## src/hw/rtl/stpr_pkg.sv

```systemverilog
// ----------------------------------------------------------------------------
// stpr_pkg
// Shared types and constants of the stepper trapezoid profile unit.
// ----------------------------------------------------------------------------
package stpr_pkg;

  localparam int TICK_WIDTH_DEF = 16;

  localparam logic [31:0] ACCEL_SCALED_RST = 32'd65536;
  localparam logic [13:0] ACCEL_STEPS_RST  = 14'd1200;

  localparam int APB_ADDR_W  = 3;
  localparam int APB_DATA_W  = 32;
  localparam int IN_DATA_W   = 24;
  localparam int IN_USER_W   = 1;
  localparam int OUT_DATA_W  = 8;

  // register index, from paddr[2]
  localparam logic REG_ACCEL_SCALED = 1'b0;
  localparam logic REG_ACCEL_STEPS  = 1'b1;

  // tuser codes
  localparam logic FUNC_START = 1'b0;
  localparam logic FUNC_TICK  = 1'b1;

  typedef enum logic [3:0] {
    PH_IDLE   = 4'b0001,
    PH_ACCEL  = 4'b0010,
    PH_CRUISE = 4'b0100,
    PH_DECEL  = 4'b1000
  } phase_t;

  typedef enum logic [6:0] {
    ST_IDLE   = 7'b0000001,
    ST_EVAL   = 7'b0000010,
    ST_SQUARE = 7'b0000100,
    ST_SCALE  = 7'b0001000,
    ST_RATE   = 7'b0010000,
    ST_DIV    = 7'b0100000,
    ST_PUT    = 7'b1000000
  } seq_t;

  typedef struct packed {
    logic busy;
    logic done;
  } unit_st_t;

endpackage

```

## src/hw/rtl/stpr_mul.sv

```systemverilog
// ----------------------------------------------------------------------------
// stpr_mul
// Bit-serial shift-add multiplier, one multiplier bit per cycle, LSB first.
// ----------------------------------------------------------------------------
module stpr_mul #(
  parameter int MCW = 32,
  parameter int MPW = 32
) (
  input  logic                   clk,
  input  logic                   rst,
  input  logic                   start,
  input  logic [MCW-1:0]         mcand,
  input  logic [MPW-1:0]         mplier,
  output stpr_pkg::unit_st_t     st,
  output logic [MCW+MPW-1:0]     product
);
  import stpr_pkg::*;

  localparam int CNTW = $clog2(MPW + 1);

  logic [MCW-1:0]  hi;
  logic [MPW-1:0]  lo;
  logic [MCW-1:0]  md;
  logic [CNTW-1:0] cnt;
  logic            busy;
  logic            done;
  logic [MCW:0]    sum;

  assign sum     = {1'b0, hi} + (lo[0] ? {1'b0, md} : {(MCW + 1){1'b0}});
  assign product = {hi, lo};
  assign st.busy = busy;
  assign st.done = done;

  always_ff @(posedge clk) begin
    if (rst) begin
      busy <= 1'b0;
      done <= 1'b0;
      cnt  <= '0;
    end else begin
      done <= 1'b0;
      if (start) begin
        hi   <= '0;
        lo   <= mplier;
        md   <= mcand;
        cnt  <= CNTW'(MPW);
        busy <= 1'b1;
      end else if (busy) begin
        hi  <= sum[MCW:1];
        lo  <= {sum[0], lo[MPW-1:1]};
        cnt <= cnt - 1'b1;
        if (cnt == CNTW'(1)) begin
          busy <= 1'b0;
          done <= 1'b1;
        end
      end
    end
  end

  a_start_idle: assert property (@(posedge clk) disable iff (rst) start |-> !busy)
    else $error("multiplier started while busy");

endmodule

```

## src/hw/rtl/stpr_div.sv

```systemverilog
// ----------------------------------------------------------------------------
// stpr_div
// Restoring divider, one quotient bit per cycle, MSB first.
// ----------------------------------------------------------------------------
module stpr_div #(
  parameter int NW = 33,
  parameter int DW = 32
) (
  input  logic               clk,
  input  logic               rst,
  input  logic               start,
  input  logic [NW-1:0]      numer,
  input  logic [DW-1:0]      denom,
  output stpr_pkg::unit_st_t st,
  output logic [NW-1:0]      quot
);
  import stpr_pkg::*;

  localparam int CNTW = $clog2(NW + 1);

  logic [DW-1:0]   rem;
  logic [NW-1:0]   q;
  logic [DW-1:0]   d;
  logic [CNTW-1:0] cnt;
  logic            busy;
  logic            done;
  logic [DW:0]     trial;
  logic [DW+1:0]   diff;
  logic            ge;

  assign trial   = {rem, q[NW-1]};
  assign diff    = {1'b0, trial} - {2'b00, d};
  assign ge      = !diff[DW+1];
  assign quot    = q;
  assign st.busy = busy;
  assign st.done = done;

  always_ff @(posedge clk) begin
    if (rst) begin
      busy <= 1'b0;
      done <= 1'b0;
      cnt  <= '0;
    end else begin
      done <= 1'b0;
      if (start) begin
        rem  <= '0;
        q    <= numer;
        d    <= denom;
        cnt  <= CNTW'(NW);
        busy <= 1'b1;
      end else if (busy) begin
        rem <= ge ? diff[DW-1:0] : trial[DW-1:0];
        q   <= {q[NW-2:0], ge};
        cnt <= cnt - 1'b1;
        if (cnt == CNTW'(1)) begin
          busy <= 1'b0;
          done <= 1'b1;
        end
      end
    end
  end

  a_start_idle: assert property (@(posedge clk) disable iff (rst) start |-> !busy)
    else $error("divider started while busy");

endmodule

```

## src/hw/rtl/stepper_trapezoid_profile_unit.sv

```systemverilog
// ----------------------------------------------------------------------------
// stepper_trapezoid_profile_unit
// Trapezoidal step ramp generator for one move on one of two axes.
//
//   channel  dir  handshake             contents
//   s_axis   in   tvalid/tready         tuser func, tdata kind + total steps
//   m_axis   out  tvalid/tready         step lines, dir, stepped, busy
//   apb      in   psel/penable/pready   accel_scaled @0, accel_steps @4
//
// Start items, idle ticks and cruise ticks pass from the accept through
// ST_EVAL and ST_PUT to the output register. Accel/decel ticks add two
// serial products (t*t, a*t*t); the accel tick ending the ramp can add one
// more product and a division. Reset is synchronous; no clearing pass. A new
// request is taken while the previous result waits in the output register.
// ----------------------------------------------------------------------------
module stepper_trapezoid_profile_unit #(
  parameter int TICK_WIDTH = stpr_pkg::TICK_WIDTH_DEF
) (
  input  logic                              clk,
  input  logic                              rst,
  input  logic                              s_axis_tvalid,
  output logic                              s_axis_tready,
  // [1:0] step_kind, [17:2] total_steps
  input  logic [stpr_pkg::IN_DATA_W-1:0]    s_axis_tdata,
  // [0] func
  input  logic [stpr_pkg::IN_USER_W-1:0]    s_axis_tuser,
  output logic                              m_axis_tvalid,
  input  logic                              m_axis_tready,
  // [0] x_step_line, [1] y_step_line, [2] dir_line, [3] stepped, [4] busy_res
  output logic [stpr_pkg::OUT_DATA_W-1:0]   m_axis_tdata,
  input  logic                              psel,
  input  logic                              penable,
  input  logic                              pwrite,
  input  logic [stpr_pkg::APB_ADDR_W-1:0]   paddr,
  input  logic [stpr_pkg::APB_DATA_W-1:0]   pwdata,
  output logic [stpr_pkg::APB_DATA_W-1:0]   prdata,
  output logic                              pready
);
  import stpr_pkg::*;

  localparam int TW  = TICK_WIDTH;
  localparam int SQW = 2 * TW;
  localparam int PW  = SQW + 32;
  localparam int HW  = PW - 33;
  localparam int KW  = (HW > 16) ? HW + 1 : 17;
  localparam int CW  = (TW > 16) ? TW : 16;

  function automatic logic [2:0] step_once(input logic [2:0] lines, input logic [1:0] kind);
    logic [2:0] r;
    r    = lines;
    r[2] = kind[1];
    if (kind[0]) r[1] = !lines[1];
    else         r[0] = !lines[0];
    return r;
  endfunction

  // configuration
  logic [31:0] accel_scaled;
  logic [13:0] accel_steps;
  logic        cfg_wr;

  assign pready = 1'b1;
  assign cfg_wr = psel && penable && pwrite && pready;
  assign prdata = (paddr[2] == REG_ACCEL_STEPS) ? {18'd0, accel_steps} : accel_scaled;

  always_ff @(posedge clk) begin
    if (rst) begin
      accel_scaled <= ACCEL_SCALED_RST;
      accel_steps  <= ACCEL_STEPS_RST;
    end else if (cfg_wr) begin
      case (paddr[2])
        REG_ACCEL_SCALED: accel_scaled <= pwdata;
        REG_ACCEL_STEPS:  accel_steps  <= pwdata[13:0];
        default: ;
      endcase
    end
  end

  // move state
  seq_t          state;
  phase_t        phase;
  logic [15:0]   done_count;
  logic [TW-1:0] elapsed;
  logic [TW-1:0] ramp_end;
  logic [15:0]   cruise_left;
  logic [15:0]   cruise_interval;
  logic [1:0]    move_kind;
  logic [2:0]    step_lines;
  logic          stepped;

  logic          item_func;
  logic [1:0]    item_kind;
  logic [15:0]   item_total;

  logic          mul_start;
  logic [SQW-1:0] mul_mcand;
  logic [31:0]   mul_mplier;
  logic [PW-1:0] mul_prod;
  unit_st_t      mul_st;

  logic          div_start;
  logic [32:0]   div_numer;
  logic [31:0]   div_denom;
  logic [32:0]   quot;
  unit_st_t      div_st;

  stpr_mul #(.MCW(SQW), .MPW(32)) u_mul (
    .clk(clk), .rst(rst), .start(mul_start), .mcand(mul_mcand), .mplier(mul_mplier),
    .st(mul_st), .product(mul_prod)
  );

  stpr_div #(.NW(33), .DW(32)) u_div (
    .clk(clk), .rst(rst), .start(div_start), .numer(div_numer), .denom(div_denom),
    .st(div_st), .quot(quot)
  );

  logic [TW-1:0] elapsed_inc;
  logic [TW-1:0] back_ticks;
  logic [14:0]   twice;
  logic [15:0]   done_inc;
  logic [15:0]   done_dec;
  logic [KW-1:0] pos_k;
  logic [KW-1:0] done_k;
  logic [15:0]   cruise_dec;
  logic          ramp_tick;
  logic          step_up;
  logic          ramp_done;
  logic          need_rate;
  logic          mul_go;
  logic          div_go;
  logic          out_load;

  assign elapsed_inc = (elapsed == {TW{1'b1}}) ? elapsed : elapsed + 1'b1;
  assign back_ticks  = (ramp_end > elapsed_inc) ? ramp_end - elapsed_inc : '0;
  assign twice       = {accel_steps, 1'b0};
  assign done_inc    = done_count + 16'd1;
  assign done_dec    = done_count - 16'd1;
  assign pos_k       = KW'(mul_prod[PW-1:33]);
  assign done_k      = KW'(done_count);
  assign cruise_dec  = (cruise_left != 16'd0) ? cruise_left - 16'd1 : cruise_left;

  assign ramp_tick = (item_func == FUNC_TICK) && (phase == PH_ACCEL || phase == PH_DECEL);
  assign step_up   = (pos_k > done_k);
  assign ramp_done = ((step_up ? done_inc : done_count) > {2'b00, accel_steps});
  assign need_rate = (phase == PH_ACCEL) && ramp_done && (accel_scaled != 32'd0) &&
                     (elapsed != '0);
  assign mul_go    = ((state == ST_EVAL) && ramp_tick) ||
                     ((state == ST_SQUARE) && mul_st.done) ||
                     ((state == ST_SCALE) && mul_st.done && need_rate);
  assign div_go    = (state == ST_RATE) && mul_st.done && !(|mul_prod[PW-1:32]);
  assign out_load  = (state == ST_PUT) && (!m_axis_tvalid || m_axis_tready);

  assign s_axis_tready = (state == ST_IDLE);

  always_ff @(posedge clk) begin
    if (rst) begin
      mul_start     <= 1'b0;
      div_start     <= 1'b0;
      m_axis_tvalid <= 1'b0;
    end else begin
      mul_start <= mul_go;
      div_start <= div_go;
      if (out_load)           m_axis_tvalid <= 1'b1;
      else if (m_axis_tready) m_axis_tvalid <= 1'b0;
    end
  end

  always_ff @(posedge clk) begin
    if (rst) begin
      state           <= ST_IDLE;
      phase           <= PH_IDLE;
      done_count      <= '0;
      elapsed         <= '0;
      ramp_end        <= '0;
      cruise_left     <= '0;
      cruise_interval <= '0;
      move_kind       <= '0;
      step_lines      <= '0;
      stepped         <= 1'b0;
    end else begin
      case (state)
        ST_IDLE: begin
          if (s_axis_tvalid) begin
            item_func  <= s_axis_tuser[0];
            item_kind  <= s_axis_tdata[1:0];
            item_total <= s_axis_tdata[17:2];
            stepped    <= 1'b0;
            state      <= ST_EVAL;
          end
        end
        ST_EVAL: begin
          state <= ramp_tick ? ST_SQUARE : ST_PUT;
          if (item_func == FUNC_START) begin
            move_kind       <= item_kind;
            cruise_left     <= (item_total >= {1'b0, twice}) ? item_total - {1'b0, twice}
                                                             : 16'd0;
            done_count      <= '0;
            elapsed         <= '0;
            ramp_end        <= '0;
            cruise_interval <= '0;
            phase           <= PH_ACCEL;
          end else begin
            case (phase)
              PH_ACCEL, PH_DECEL: begin
                elapsed    <= elapsed_inc;
                mul_mcand  <= SQW'((phase == PH_ACCEL) ? elapsed_inc : back_ticks);
                mul_mplier <= 32'((phase == PH_ACCEL) ? elapsed_inc : back_ticks);
              end
              PH_CRUISE: begin
                if (CW'(elapsed_inc) >= CW'(cruise_interval)) begin
                  elapsed     <= '0;
                  step_lines  <= step_once(step_lines, move_kind);
                  stepped     <= 1'b1;
                  cruise_left <= cruise_dec;
                  if (cruise_dec == 16'd0) phase <= PH_DECEL;
                end else begin
                  elapsed <= elapsed_inc;
                end
              end
              default: ;
            endcase
          end
        end
        ST_SQUARE: begin
          if (mul_st.done) begin
            mul_mcand  <= mul_prod[SQW-1:0];
            mul_mplier <= accel_scaled;
            state      <= ST_SCALE;
          end
        end
        ST_SCALE: begin
          if (mul_st.done) begin
            state <= need_rate ? ST_RATE : ST_PUT;
            if (phase == PH_ACCEL) begin
              if (step_up) begin
                done_count <= done_inc;
                step_lines <= step_once(step_lines, move_kind);
                stepped    <= 1'b1;
              end
              if (ramp_done) begin
                ramp_end <= elapsed;
                if (need_rate) begin
                  mul_mcand  <= SQW'(elapsed);
                  mul_mplier <= accel_scaled;
                end else begin
                  cruise_interval <= 16'hFFFF;
                  elapsed         <= '0;
                  phase           <= (cruise_left != 16'd0) ? PH_CRUISE : PH_DECEL;
                end
              end
            end else begin
              if (pos_k < done_k) begin
                done_count <= done_dec;
                step_lines <= step_once(step_lines, move_kind);
                stepped    <= 1'b1;
                if (done_dec == 16'd0) phase <= PH_IDLE;
              end else if (done_count == 16'd0) begin
                phase <= PH_IDLE;
              end
            end
          end
        end
        ST_RATE: begin
          if (mul_st.done) begin
            if (|mul_prod[PW-1:32]) begin
              cruise_interval <= 16'd1;
              elapsed         <= '0;
              phase           <= (cruise_left != 16'd0) ? PH_CRUISE : PH_DECEL;
              state           <= ST_PUT;
            end else begin
              // ceil(2^32 / prod)
              div_numer <= {1'b1, 32'd0} + {1'b0, mul_prod[31:0]} - 33'd1;
              div_denom <= mul_prod[31:0];
              state     <= ST_DIV;
            end
          end
        end
        ST_DIV: begin
          if (div_st.done) begin
            if (|quot[32:16])             cruise_interval <= 16'hFFFF;
            else if (quot[15:0] == 16'd0) cruise_interval <= 16'd1;
            else                          cruise_interval <= quot[15:0];
            elapsed <= '0;
            phase   <= (cruise_left != 16'd0) ? PH_CRUISE : PH_DECEL;
            state   <= ST_PUT;
          end
        end
        ST_PUT: begin
          if (out_load) begin
            m_axis_tdata <= {3'b000, (phase != PH_IDLE), stepped, step_lines};
            state        <= ST_IDLE;
          end
        end
        default: state <= ST_IDLE;
      endcase
    end
  end

  a_decel_nonzero: assert property (@(posedge clk) disable iff (rst)
    phase == PH_DECEL |-> done_count != 16'd0)
    else $error("decel phase with no steps left");

  a_cruise_interval: assert property (@(posedge clk) disable iff (rst)
    phase == PH_CRUISE |-> cruise_interval != 16'd0)
    else $error("cruise phase with zero interval");

  a_mul_owner: assert property (@(posedge clk) disable iff (rst)
    mul_st.done |-> (state == ST_SQUARE || state == ST_SCALE || state == ST_RATE))
    else $error("multiplier result with no waiting stage");

  a_div_owner: assert property (@(posedge clk) disable iff (rst)
    div_st.done |-> state == ST_DIV)
    else $error("divider result with no waiting stage");

endmodule

```

## config.mk

```make
export PLATFORM = sky130hd
export DESIGN_NAME = stepper_trapezoid_profile_unit
export DESIGN_NICKNAME = d
export VERILOG_FILES = /design/src/hw/rtl/stpr_pkg.sv /design/src/hw/rtl/stpr_mul.sv /design/src/hw/rtl/stpr_div.sv /design/src/hw/rtl/stepper_trapezoid_profile_unit.sv
export SDC_FILE = /design/constraint.sdc
export NUM_CORES = 1
export LEC_CHECK = 0
export BUFFER_PORTS_ARGS = -buffer_cell sky130_fd_sc_hd__buf_2
export CORE_UTILIZATION = 55
export DETAILED_ROUTE_END_ITERATION = 7
export PLACE_DENSITY = 0.72
export SLEW_MARGIN = 20
export SYNTH_ARGS = -nofsm -noshare
export SYNTH_HDL_FRONTEND = slang
export SYNTH_SLANG_ARGS = --single-unit
```

## constraint.sdc

```tcl
create_clock -name clk -period 12.1 [get_ports clk]
set_input_delay 2.42 -clock clk [delete_from_list [all_inputs] [get_ports clk]]
set_output_delay 2.42 -clock clk [all_outputs]
set_load 0.03 [all_outputs]
```

==> metrics.sh, run 1 <==
DR.PASS1.ITERS=5
DIE_WIDTH_UM=228.1
STATUS='finished, final reports clean'
SYNTH-WARNING-COUNT=0
CRITICAL_PATH_CLASS='reg -> reg'
GRT_MAX_DEGREE=70
CP.ARRIVAL_NS=7.18
TOTAL_ROUTING_USAGE_REPORTED_BY_GLOBAL_ROUTING=0.2775
YS_TOP_CELLS_BY_COUNT='sky130_fd_sc_hd__edfxtp_1, sky130_fd_sc_hd__nand2_1, sky130_fd_sc_hd__nor2_1'
MAX_CAP_VIOLATIONS=0
SYNTH.AVG_CELL_AREA_UM2=10.10
DIE_HEIGHT_UM=228.1
POST_ROUTE_CELLS_DRIVE_ABOVE_1_SHARE=0.1221
AREA.GROWTH.SYNTH_TO_FINAL_PCT=10.07
DPL.CELL_COUNT=3446
LAYOUT_CELLS_EXCL_FILL=3547
PERIOD_NEEDED_NS=6.728
EFFECTIVE_UTILIZATION_AT_FLOORPLAN=0.5592
SETUP_VIOL=0
SYNTH_AREA_LEADERS='sky130_fd_sc_hd__edfxtp_1, sky130_fd_sc_hd__dfxtp_1, sky130_fd_sc_hd__ha_1'
SYNTH-MAIN-FF-CELL='sky130_fd_sc_hd__edfxtp_1'
CTS-BUFFERS-INSERTED=53
BUFFER_PORTS.INSERTED=97
WORSTSETUPENDPOINTTYPE='flop'
DP_HPWL_MM=51.36
SLEW-LIMIT-HEADROOM=0.2737
CTS_REPAIR_RESIZE_COUNT=0
SYN-INSTANCE-COUNT=2783
CP_MAX_FO=17
POWER.IR.VDD_WORST_uV=127.2
SYNTH_EDF_COUNT=346
CTS_CLK_PIN_SLEW_WORST_PATHS_NS=0.06
ROUTED_WIRELENGTH_MM=72.61
WORSTMARGINPINSLEW_NS=1.074
POWER.DENSITY_CELL_AREA_mW_PER_MM2=118.5
FINISH.UTILIZATION=0.6156
DETAIL_ROUTE.ITER0.VIOLATIONS=2179
ANTENNA_FOUND_INITIAL=1
CLOCK-SINKS=508
ANT_NETS=0
BOUNDARYPINS=110
SYNTH.CELL_AREA_MM2=0.02811
SYNTH-SEQ-AREA-SHARE=0.4849
ROUTE.DETAILED.VIAS_PER_INST=6.167
DESIGN.DIE.AREA_MM2=0.05203
FLOORPLAN.CORE_AREA_MM2=0.05027
NUMBER_OF_LIBRARY_CELL_TYPES_MAPPED_BY_SYNTHESIS=87
YOSYS.AREA.TOP_TYPE='sky130_fd_sc_hd__edfxtp_1'
DESIGN.FINAL.NETS=3053
CTS.PATH.MAX_BUFFERS=3
WORST-ENDPOINT-REQUIRED_NS=12.55
ROUTEDWLPERCELL_UM=20.47
TIMING.CRITICAL_PATH.FROM_TYPE='flop'
FIRST_GLOBAL_VIAS=20980
GRT-OVFL-TOTAL=0
SETUP_REPAIR_AFTER_GLOBAL_ROUTING_MISSED_ITS_MARGIN='false'
HOLDBUFCOUNTCTS=0
MIN_PATH_TYPE='reg -> reg'
DETAIL_ROUTE.DRC_VIOLATIONS=0
POSTSYNTHREGISTERBITS=508
FP-ROW-COUNT=82
PLACE.GP.CONGESTION=0.9376
CTS_SETUP_BUFFERS=0
DRV_SLEW=0
FINALHOLDVIOLATIONS=0
WIRE_LENGTH_OF_THE_FIRST_GLOBAL_ROUTING_PASS_MM=115.2
CLK_LATENCY_NS=0.61
TRITONCTS_CLOCK_TREE='built'
VIA_COUNT=21880
ASYNC_RESET_FF_FRAC=0
FINAL.SETUP.TNS_NS=0
POST-SYNTH-TOP-AREA-FRACTION=0.3696
LAYOUT_WORST_PATH_CYCLE_SHARE=0.5561
CELLLEAKAGEPOWER_nW=11.46
CTS-HTREE-LEVELS=2
POST-SYNTH-TOP-COUNT-CELL='sky130_fd_sc_hd__edfxtp_1'
CLOCK-SKEW-FINAL_NS=0.02895
CLOCK-ROOT-BUFFER='sky130_fd_sc_hd__clkbuf_16'
ACHIEVABLE-FREQUENCY_MHz=148.6
## cells by family after synthesis
logic type | share of synthesized area
buf+inv | 0.03956
simple gates | 0.1703
xor+xnor | 0.03988
mux | 0.04579
flops | 0.4849
other cells | 0.0002671
compound gates | 0.1488
fa+ha+maj | 0.07049
## flip-flops by register name (all words and copies together), names as in the netlist, 16 cells and up
signal	cells
accel_scaled	32
cruise_interval	16
cruise_left	16
div_denom	32
div_numer	33
done_count	16
elapsed	16
item_total	16
mul_mcand	32
mul_mplier	32
ramp_end	16
u_div.d	32
u_div.quot	33
u_div.rem	32
u_mul.hi	32
u_mul.lo	32
u_mul.md	32
## path summary, 6_finish.rpt
path / startpoint / cells after the start / slack [ns] / end
worst max-delay path: done_count[2] / 19 / 5.37 / cruise_interval[1]
worst min-delay path: mul_mcand[4] / 0 / 0.41 / u_mul.md[4]
worst max register to register: done_count[2] / 19 / 5.37 / cruise_interval[1]
worst min register to register: mul_mcand[4] / 0 / 0.41 / u_mul.md[4]
## critical path: stages (launching register included)
cell,delay (ns)
sky130_fd_sc_hd__dfxtp_1,0.55
sky130_fd_sc_hd__inv_1,0.22
sky130_fd_sc_hd__ha_1,0.39
sky130_fd_sc_hd__a21oi_1,0.15
sky130_fd_sc_hd__a21oi_1,0.10
sky130_fd_sc_hd__o31a_1,0.30
sky130_fd_sc_hd__nor4_1,0.57
sky130_fd_sc_hd__nor2_1,0.35
sky130_fd_sc_hd__nand2_1,0.22
sky130_fd_sc_hd__xnor2_1,0.19
sky130_fd_sc_hd__ha_1,0.30
sky130_fd_sc_hd__o21ai_0,0.17
sky130_fd_sc_hd__a21oi_1,0.05
sky130_fd_sc_hd__o21ai_0,0.20
sky130_fd_sc_hd__a31oi_1,0.12
sky130_fd_sc_hd__o41ai_1,0.83
sky130_fd_sc_hd__o31ai_4,0.31
sky130_fd_sc_hd__a31oi_4,0.60
sky130_fd_sc_hd__or2_1,0.72
sky130_fd_sc_hd__a221oi_1,0.23
## cell usage in the layout (no fill, tap or decap), types with 18 or more instances in the layout
cell type / n
sky130_fd_sc_hd__a211oi_1: 27
sky130_fd_sc_hd__a21o_1: 48
sky130_fd_sc_hd__a21oi_1: 220
sky130_fd_sc_hd__a31oi_1: 19
sky130_fd_sc_hd__and2_1: 75
sky130_fd_sc_hd__and3_1: 25
sky130_fd_sc_hd__buf_2: 96
sky130_fd_sc_hd__buf_4: 28
sky130_fd_sc_hd__clkbuf_16: 55
sky130_fd_sc_hd__dfxtp_1: 160
sky130_fd_sc_hd__edfxtp_1: 346
sky130_fd_sc_hd__ha_1: 152
sky130_fd_sc_hd__inv_1: 147
sky130_fd_sc_hd__mux2_2: 85
sky130_fd_sc_hd__mux2i_1: 33
sky130_fd_sc_hd__nand2_1: 225
sky130_fd_sc_hd__nand2b_1: 21
sky130_fd_sc_hd__nand3_1: 63
sky130_fd_sc_hd__nand4_1: 36
sky130_fd_sc_hd__nand4b_1: 18
sky130_fd_sc_hd__nor2_1: 219
sky130_fd_sc_hd__nor2b_1: 41
sky130_fd_sc_hd__nor3_1: 72
sky130_fd_sc_hd__nor4_1: 45
sky130_fd_sc_hd__o21ai_0: 139
sky130_fd_sc_hd__or3_1: 26
sky130_fd_sc_hd__xnor2_1: 80
sky130_fd_sc_hd__xor2_1: 48
## where the power goes
group	leakage (nW)	switching, mW	internal, mW
combinational	6.16	0.112	0.0624
sequential	4.44	0.0111	1.85
clock	0.866	0.698	0.936
## metrics by stage
| stage | setup slack [ns] | power [mW] | cell area (um2) | hold slack, ns |
|---|---|---|---|---|
| after floorplan | 1.824 | 2.011 | 28120 | 0.4003 |
| after global placement | 5.726 | 2.061 | 29180 | 0.4006 |
| after detailed placement | 5.686 | 2.065 | 29180 | 0.4045 |
| after CTS | 5.543 | 3.688 | 30930 | 0.4158 |
| after global routing | 4.965 | 3.780 | 30950 | 0.4185 |
| final | 5.372 | 3.667 | 30950 | 0.4144 |
## metal layers
layer,GRT usage,up-vias,wire length [um]
met3,0.04400,122,5432
met1,0.3846,10530,31680
li1,-,10340,-
met5,0,-,0
met2,0.4450,888,33380
met4,0.09060,0,2117
## layout make-up
class	instances	area [um2]
Inverter	148	555.5
Timing Repair Buffer	125	701.9
Fill cell	4111	19330
Clock inverter	16	150.1
Sequential cell	508	13640
Tap cell	672	840.8
Multi-Input combinational cell	1994	13450
Clock buffer	83	1605
Antenna cell	1	2.502
Note: power is estimated with default switching activity, not from simulation.
==> run 2, diff against run 1 <==
ABC_AREA = 1   (was default)
clock period = 6.8 ns   (was 12.1 ns; I/O delays follow)
==> run 2 against run 1 <==
  * Sequential power grew 85%
  * Highest routed layer unchanged
  * Register-to-register slack lost 4.0 ns
  * Clock-buffer cell count shrank 16
  * Sequential cell count is the same
  * Utilization shrank 0.30 points
  * Power grew 110%
==> metrics.sh, run 2 <==
STATUS='finished, final reports clean'
SYNTH-WARNING-COUNT=0
SYN-INSTANCE-COUNT=3418
CRITICAL_PATH.SLOWEST_CELL='sky130_fd_sc_hd__buf_4'
SYNTH.CELL_AREA_MM2=0.02850
WORST-ENDPOINT-REQUIRED_NS=7.04
SYNTH.AVG_CELL_AREA_UM2=8.339
SYNTH-MAIN-FF-CELL='sky130_fd_sc_hd__edfxtp_1'
FP-ROW-COUNT=83
POST_ROUTE_CELLS_DRIVE_ABOVE_1_SHARE=0.07412
CP.ARRIVAL_NS=5.70
SYNTH_AREA_LEADERS='sky130_fd_sc_hd__edfxtp_1, sky130_fd_sc_hd__dfxtp_1, sky130_fd_sc_hd__nand2_1'
CRITICAL_PATH.N_BUFFERS_INVERTERS=5
DR.PASS1.ITERS=6
N_FILL_CELL=4504
CLOCK-ROOT-BUFFER='sky130_fd_sc_hd__clkbuf_16'
CTS.PATH.MAX_BUFFERS=3
DETAIL_ROUTE.DRC_VIOLATIONS=0
POWER.DENSITY_CELL_AREA_mW_PER_MM2=244.8
CLOCK-SINKS=508
TIMING.CRITICAL_PATH.FROM_TYPE='flop'
POWER.IR.VDD_WORST_uV=233.2
SYNTH_EDF_COUNT=346
CP_TOP_FAMILY='simple AND/OR/NAND/NOR gates'
POST-SYNTH-TOP-COUNT-CELL='sky130_fd_sc_hd__nand2_1'
MOSTFREQUENTLAYOUTCELL='sky130_fd_sc_hd__nand2_1'
SETUP_VIOL=0
WORSTSETUPENDPOINTTYPE='flop'
SYNTH-SEQ-AREA-SHARE=0.4783
POST-SYNTH-TOP-AREA-FRACTION=0.3645
WORSTSETUPPATHDEPTH=31
DETAIL_ROUTE.ITER0.VIOLATIONS=2457
TIGHTEST_HOLD_MARGIN_NS=0.4132
CRITICAL_PATH_CLASS='reg -> reg'
BOUNDARYPINS=110
LAYOUT_WORST_PATH_CYCLE_SHARE=0.8030
TIMING.HOLD.WORST_PATH_DEPTH=0
DESIGN.DIE.AREA_MM2=0.05274
FINAL_AREA_MM2=0.03142
DIE_WIDTH_UM=229.7
EFFECTIVE_UTILIZATION_AT_FLOORPLAN=0.5556
ANT_NETS=0
ANTENNA-DIODE-COUNT=0
YOSYS.AREA.TOP_TYPE='sky130_fd_sc_hd__edfxtp_1'
GRT_MAX_DEGREE=66
DIE_HEIGHT_UM=229.7
CTS-BUFFERS-INSERTED=55
YS_TOP_CELLS_BY_COUNT='sky130_fd_sc_hd__nand2_1, sky130_fd_sc_hd__inv_1, sky130_fd_sc_hd__nor2_1'
CPMOSTUSEDCELL='sky130_fd_sc_hd__nand2_1'
DP_WORST_SETUP_SLACK_NS=1.420
DESIGN.FINAL.NETS=3712
WIRE_LENGTH_OF_THE_FIRST_GLOBAL_ROUTING_PASS_MM=122.2
ROUTE.DETAILED.VIAS_PER_INST=5.671
ASYNC_RESET_FF_FRAC=0
CP_MAX_FO=64
FF2FF_PATH_DEPTH=31
TRITONCTS_CLOCK_TREE='built'
DRV_SLEW=0
CTS_REPAIR_RESIZE_COUNT=0
FLOORPLAN.CORE_AREA_MM2=0.05130
RR_ENDPOINT='mul_mcand[28]'
ROUTEDWLPERCELL_UM=18.59
CTS_CLK_PIN_SLEW_WORST_PATHS_NS=0.06
CPPEAKSTAGEDELAY_NS=0.67
FINALHOLDVIOLATIONS=0
FINISH.UTILIZATION=0.6125
MULTI_INPUT_AREA_MM2=0.01283
SETUP_REPAIR_AFTER_GLOBAL_ROUTING_MISSED_ITS_MARGIN='false'
R2R_SETUP_SLACK_NS=1.34
BUFFER_PORTS.INSERTED=97
CLOCK-SKEW-FINAL_NS=0.03281
TOTAL_ROUTING_USAGE_REPORTED_BY_GLOBAL_ROUTING=0.2944
GRT-OVFL-TOTAL=0
FIRST_GLOBAL_VIAS=22710
VIA_COUNT=23910
PERIOD_NEEDED_NS=5.460
HOLDCRITSTARTPOINT='mul_mcand[7]'
ACHIEVABLE-FREQUENCY_MHz=183.1
MIN_PATH_TYPE='reg -> reg'
TOTAL_POWER_mW=7.692
CTS_SETUP_BUFFERS=0
CELLLEAKAGEPOWER_nW=13.04
AREA.GROWTH.SYNTH_TO_FINAL_PCT=10.25
ANTENNA_FOUND_INITIAL=1
HOLDBUFCOUNTCTS=0
NUMBER_OF_LIBRARY_CELL_TYPES_MAPPED_BY_SYNTHESIS=61
MAX_CAP_VIOLATIONS=0
PLACED_CELL_AREAS_MM2=0.02962
TIMING.RR.START='done_count[11]'
LAYOUT_CELLS_EXCL_FILL=4215
SLEW-LIMIT-HEADROOM=0.2658
FINAL.SETUP.TNS_NS=0
HOLD_PATH_END='u_mul.md[7]'
DP_HPWL_MM=58.62
CLK_LATENCY_NS=0.64
PLACE.GP.CONGESTION=0.9415
ROUTED_WIRELENGTH_MM=78.37
TIMING.FINAL.WS_SETUP_NS=1.340
POSTSYNTHREGISTERBITS=508
REGISTER_AREA_MM2=0.01364
WORSTMARGINPINSLEW_NS=1.099
DPL.CELL_COUNT=4111
MOST_USED_CELLS_IN_THE_LAYOUT_EXCLUDING_FILL_AND_TAP_CELLS='sky130_fd_sc_hd__nand2_1, sky130_fd_sc_hd__inv_1, sky130_fd_sc_hd__nor2_1'
CTS-HTREE-LEVELS=2
==> run 2: changes by cell type in the layout (fill, tap and decap cells not counted), moves of 33 or more <==
| cell | previous run | this run |
|---|---|---|
| sky130_fd_sc_hd__nand2_1 | 225 | 658 |
| sky130_fd_sc_hd__inv_1 | 147 | 424 |
| sky130_fd_sc_hd__nor2_1 | 219 | 376 |
| sky130_fd_sc_hd__o21ai_0 | 139 | 289 |
| sky130_fd_sc_hd__a21oi_1 | 220 | 310 |
| sky130_fd_sc_hd__mux2_2 | 85 | 0 |
| sky130_fd_sc_hd__and2_1 | 75 | 3 |
| sky130_fd_sc_hd__xnor2_1 | 80 | 29 |
| sky130_fd_sc_hd__nand3_1 | 63 | 110 |
| sky130_fd_sc_hd__nor2b_1 | 41 | 1 |
| sky130_fd_sc_hd__a21o_1 | 48 | 9 |
| sky130_fd_sc_hd__xor2_1 | 48 | 85 |
| sky130_fd_sc_hd__mux2i_1 | 33 | 0 |
==> run 2: kinds of logic after synthesis <==
logic type | share of synthesized area
simple gates | 0.2022
xor+xnor | 0.03503
buf+inv | 0.07454
other cells | 0.0002635
flops | 0.4783
fa+ha+maj | 0.06953
compound gates | 0.1401
==> run 2: worst reg2reg max path: cells and delay by family (launching register included) <==
kind | cells | cell delay, ns
compound gates | 2 | 0.33
simple gates | 21 | 2.06
xor+xnor | 1 | 0.20
fa+ha+maj | 2 | 0.61
buf+inv | 5 | 1.30
flops | 1 | 0.49
==> run 2: how the worst max path moves through the flow <==
stage / start / end / slack (ns)
final: done_count[11] / mul_mcand[28] / 1.34
after global routing: done_count[11] / mul_mcand[19] / 0.84
after CTS: done_count[11] / mul_mcand[25] / 1.36
after detailed placement: done_count[13] / mul_mplier[28] / 1.42
after global placement: done_count[12] / mul_mcand[26] / 1.44
after floorplan: done_count[13] / mul_mcand[0] / 1.16
==> run 2: cell type report <==
| type | instances | share of cell area |
|---|---|---|
| flip-flops and latches | 508 | 0.4339 |
| multi-input cells | 2364 | 0.4082 |
| inverters | 436 | 0.05208 |
| clock buffers | 67 | 0.04591 |
| well taps | 680 | 0.02708 |
| repair buffers | 124 | 0.02254 |
| clock inverters | 36 | 0.01027 |
==> run 2: power by group <==
part | internal (mW) | switching, mW | total (mW)
clock | 1.67 | 1.29 | 2.96
combinational | 0.420 | 0.875 | 1.29
sequential | 3.39 | 0.0555 | 3.44
total | 5.48 | 2.22 | 7.69
==> run 2: per-layer routing <==
layer	vias up	part of all wire	GRT usage
met2	863	0.46	0.4722
met5	-	0	0
met4	0	0.031	0.09979
met3	130	0.074	0.04464
li1	11680	-	-
met1	11230	0.44	0.4073
